<file path="src/sv/srt_pkg.sv">
// ----------------------------------------------------------------------------
// srt_pkg
// shared types and constants of the section range translator
// ----------------------------------------------------------------------------
`default_nettype none

package srt_pkg;

  localparam int SRT_MAX_SECTIONS = 16;
  localparam int DATA_W = 32;
  localparam int CNT_W = 5;
  localparam int ENTRY_IDX_W = 4;
  localparam int HIT_W = 4;

  typedef enum logic [1:0] {
    MODE_LOAD      = 2'd0,
    MODE_TRANSLATE = 2'd1,
    MODE_LOCATE    = 2'd2,
    MODE_NONE      = 2'd3
  } mode_t;

  // entry load bus, broadcast to every cell
  typedef struct packed {
    logic                   we;
    logic [ENTRY_IDX_W-1:0] index;
    logic [DATA_W-1:0]      raw_start;
    logic [DATA_W-1:0]      raw_length;
    logic [DATA_W-1:0]      virt_start;
    logic [DATA_W-1:0]      virt_length;
  } ld_t;

  // query word walking down the row of cells
  typedef struct packed {
    logic              valid;
    logic              translate;
    logic [DATA_W-1:0] query;
    logic              found;
    logic [HIT_W-1:0]  hit;
    logic [DATA_W-1:0] addr;
  } tok_t;

endpackage

`default_nettype wire

</file>
<file path="src/sv/srt_cell.sv">
// ----------------------------------------------------------------------------
// srt_cell
// one table entry with its range compare; passes the query word on each cycle
// ----------------------------------------------------------------------------
`default_nettype none

module srt_cell
  import srt_pkg::*;
#(
  parameter int IDX = 0
) (
  input  wire logic             clk,
  input  wire logic             rst_n,
  input  wire ld_t              ld,
  input  wire logic [CNT_W-1:0] count,
  input  wire tok_t             tok_in,
  output tok_t                  tok_out
);

  localparam logic [31:0] IDX_W32 = 32'(IDX);

  logic [DATA_W-1:0] raw_start_r;
  logic [DATA_W:0]   raw_end_r;
  logic [DATA_W-1:0] virt_start_r;
  logic [DATA_W:0]   virt_end_r;
  logic [DATA_W-1:0] delta_r;

  logic              sel;
  logic              active;
  logic              raw_hit;
  logic              virt_hit;
  logic              take;
  tok_t              tok_nxt;
  tok_t              tok_r;

  assign sel    = ld.we && ({{(32-ENTRY_IDX_W){1'b0}}, ld.index} == IDX_W32);
  assign active = {{(32-CNT_W){1'b0}}, count} > IDX_W32;

  // end bounds and offset are worked out once, at load time
  always_ff @(posedge clk) begin
    if (sel) begin
      raw_start_r  <= ld.raw_start;
      raw_end_r    <= {1'b0, ld.raw_start} + {1'b0, ld.raw_length};
      virt_start_r <= ld.virt_start;
      virt_end_r   <= {1'b0, ld.virt_start} + {1'b0, ld.virt_length};
      delta_r      <= ld.virt_start - ld.raw_start;
    end
  end

  assign raw_hit  = (tok_in.query >= raw_start_r) && ({1'b0, tok_in.query} <= raw_end_r);
  assign virt_hit = (tok_in.query >= virt_start_r) && ({1'b0, tok_in.query} <= virt_end_r);
  assign take     = tok_in.valid && !tok_in.found && active &&
                    (tok_in.translate ? raw_hit : virt_hit);

  always_comb begin
    tok_nxt = tok_in;
    if (take) begin
      tok_nxt.found = 1'b1;
      tok_nxt.hit   = IDX_W32[HIT_W-1:0];
      tok_nxt.addr  = tok_in.translate ? (tok_in.query + delta_r) : '0;
    end
  end

  always_ff @(posedge clk) begin
    if (!rst_n) begin
      tok_r.valid <= 1'b0;
    end else begin
      tok_r <= tok_nxt;
    end
  end

  assign tok_out = tok_r;

endmodule

`default_nettype wire

</file>
<file path="config.mk">
export PLATFORM = sky130hd
export DESIGN_NAME = srt_cell
export DESIGN_NICKNAME = d
export VERILOG_FILES = /design/src/sv/srt_pkg.sv /design/src/sv/srt_cell.sv
export SDC_FILE = /design/constraint.sdc
export NUM_CORES = 1
export LEC_CHECK = 0
export BUFFER_PORTS_ARGS = -buffer_cell sky130_fd_sc_hd__buf_2
export CORE_MARGIN = 2
export CORE_UTILIZATION = 60
export CTS_CLUSTER_DIAMETER = 60
export DETAILED_ROUTE_END_ITERATION = 7
export PLACE_DENSITY = 0.84
export SLEW_MARGIN = 20
export SYNTH_ARGS = -nofsm -noshare
export SYNTH_HDL_FRONTEND = slang
export SYNTH_SLANG_ARGS = --single-unit
</file>
<file path="constraint.sdc">
create_clock -name clk -period 12.6 [get_ports clk]
set_input_delay 0.63 -clock clk [delete_from_list [all_inputs] [get_ports clk]]
set_output_delay 0.63 -clock clk [all_outputs]
set_load 0.02 [all_outputs]
</file>
==> summary.txt <==
Detailed routing
  – WL final: 47200 um
  – Via count: 14088
  – Drt first-iter violations: 1468
  – 1st-pass router iterations: 5
  – Avg Vias per Cell: 6.04
  – ANT nets after route: 0
  – DR WL/cell: 20.2 um
  – DRC: 0

Timing
  – Final Hold Vio Count: 0
  – Setup violators final: 0
  – Hold_ws: 295 ps
  – Skew final: 14.9 ps
  – Period minus WS final: 3750 ps
  – Slew at the pin with the worst max-slew slack: 931 ps
  – Total negative slack: 0 ps
  – Max_slew headroom: 38.0%
  – Max Freq: 266 MHz
  – Max Transition Viols Final: 0
  – Part of the cycle the worst path needs: 29.8%
  – RSZ-0062 raised after global routing: no

Power
  – Final Power: 2.19 mW
  – Maximum VDD drop: 96.7 uV
  – Cell Pwr Density: 113 nW/um^2
  – Leak: 8.87 nW

Clock tree
  – Worst skew pair latency: 550 ps
  – CTS Hold Buffers Added: 0
  – Num CTS Buffers: 27
  – Clk sinks: 233
  – # resized after CTS: 0
  – Clk pin slew, worst setup/hold paths: 60 ps
  – Clock Root Buffer: clkbuf_16
  – Post-CTS repair timing setup buffer count: 0
  – CTS max path bufs: 3
  – H-tree Lvls: 1
  – CTS tree: built

Layout
  – Most common cell after layout, fill and taps aside: buf_2
  – Synthesis-to-finish area growth: 16.2%
  – Final std cells w/o fill: 2334
  – Multi-input logic area: 8950 um^2
  – Cell area after layout: 19500 um^2
  – Nets: 2398
  – Share of cells above drive strength 1: 18.1%
  – Reg area: 6990 um^2
  – Filler cells: 2092
  – Most frequent cells in the layout: buf_2 (281), ha_1 (254), edfxtp_1 (232)

Yosys
  – Synth async-reset ratio: 0%
  – Sequential share of the synthesized area: 41.7%
  – Netlist cell types: 78
  – Synth Net Count: 2097
  – Cells after Synth: 1628
  – Yosys top cell by area: edfxtp_1
  – Syn. warnings: 0
  – Post-synth top area share: 41.6%
  – Largest cells by area after synthesis: edfxtp_1 (42%), ha_1 (19%), inv_1 (4.5%), a21oi_1 (4.0%), xnor2_1 (3.5%)
  – EDFF count, synth: 232
  – Top_reg_cell synth: edfxtp_1
  – Cell Area, Synth: 16800 um^2
  – Seq cells post-synth: 233
  – Syn Area/Cell: 10.3 um^2

Hold path
  – Hold Crit Start: ld[32]
  – Hold Path Sink: virt_start_r[0]
  – Hold Crit Depth: 1
  – Worst Hold Class: in -> reg

Critical path
  – R2R cell count: 10
  – Worst r2r dst: tok_out[4]
  – Crit path launch type: input pin
  – FF-to-FF Start: virt_start_r[0]
  – R2r setup slk: 8850 ps
  – WS Path Type: in -> reg
  – Worst-path fanout max: 37
  – Critical Path End Type: flop
  – WP data required: 12970 ps
  – Worst EP arrival: 4120 ps

Floorplan
  – Die Span X: 171 um
  – Initial core utilization: 60.7%
  – Die Y: 171 um
  – Row cnt: 61
  – Total die area: 29300 um^2
  – Core box area: 27600 um^2
  – IO Count: 282

Placed design
  – Port Buffers: 281
  – Placed instance area: 18600 um^2
  – Placed cell count: 2278
  – Final GP Congestion: 1.03
  – Dpl hpwl: 38100 um

GRT
  – Initial antenna violation count: 8
  – Largest net degree at the start of global routing: 72
  – GRT overflow: 0
  – Number of global-route vias before repair: 13473
  – GRT Util Overall: 31.7%
  – Wire length of the first global-routing pass: 71200 um

Run status
  – Outcome: finished, final reports clean

Job
  – Max Cap Violations: 0
==> synth_stat cells, drive strengths merged, types with 6 or more instances <==
master,count
ha,254
edfxtp,232
inv,199
a21oi,136
o21ai,105
nand2,90
nor2,83
xnor2,67
a21o,47
nand3,38
nand4,26
nor3,26
nand2b,24
o21a,24
xor2,24
a211oi,22
a31oi,17
o211ai,15
nor2b,14
and2,13
and3,13
or3,11
nor4,10
o31ai,10
o21bai,9
o31a,9
a21boi,8
a221oi,7
buf,7
or2,7
a2111oi,6
a22o,6
==> cells by family after synthesis <==
family                     after synthesis  synth area share, %
and+or+nand+nor                        369                 10.9
DFF                                    233                 41.7
buffers and inverters                  211                 4.92
adders and majority gates              258                 19.4
xor gates and xnor gates                91                 4.76
AOI/OAI and AO/OA                      464                 18.2
muxes                                    2                0.119
==> sequential cells by signal, summed over array words and instances, names as in the netlist <==
register      count
virt_end_r       33
raw_end_r        33
virt_start_r     32
delta_r          32
tok_out          71
raw_start_r      32
==> power by group <==
part	leakage (nW)	switching, mW	internal [mW]
clock network	0.430	0.320	0.454
registers	2.16	0.00822	0.902
logic	6.28	0.305	0.204
==> layout make-up <==
class                   instances  area share [%]
clock inverters                21            1.01
well taps                     378            2.43
clock buffers                  28            3.49
flip-flops and latches        233            35.9
repair buffers                284            7.33
multi-input cells            1184            46.0
diodes                          7          0.0899
inverters                     199            3.83
==> routing by layer <==
layer | routed length (um) | GRT usage (%) | vias up
met3 | 4870 | 4.53 | 92
met1 | 20400 | 46.3 | 6602
li1 | - | - | 6663
met2 | 20700 | 49.6 | 727
met4 | 1240 | 8.73 | 4
met5 | 29 | 0 | -
==> worst max-delay path, cell delays in order <==
cell,delay [ps]
buf_2,120
inv_1,170
ha_1,270
nand2b_1,150
a211o_1,300
a21oi_1,160
o21ai_0,180
a2111oi_0,800
o311ai_1,310
a21oi_4,760
nand2_1,160
o31ai_1,110
==> per-stage QoR <==
stage,setup slack [ps],utilization [%]
finish,8850,70.5
global route,8690,70.5
CTS,8830,70.5
detailed placement,8280,67.3
global placement,8210,67.3
floorplan,7440,-
==> worst max-delay path by stage <==
stage | from | end | slack (ps) | cells after the start
2_1_floorplan | ld[129] | delta_r[0] | 7440 | 2
3_3_place_gp | tok_in[37] | tok_out[15] | 8210 | 11
3_5_place_dp | tok_in[37] | tok_out[4] | 8280 | 12
4_1_cts | virt_start_r[0] | tok_out[4] | 8830 | 10
5_1_grt | virt_start_r[14] | tok_out[4] | 8690 | 11
6_report | tok_in[37] | tok_out[4] | 8850 | 12
No activity file was read; power rests on OpenSTA's default activity.
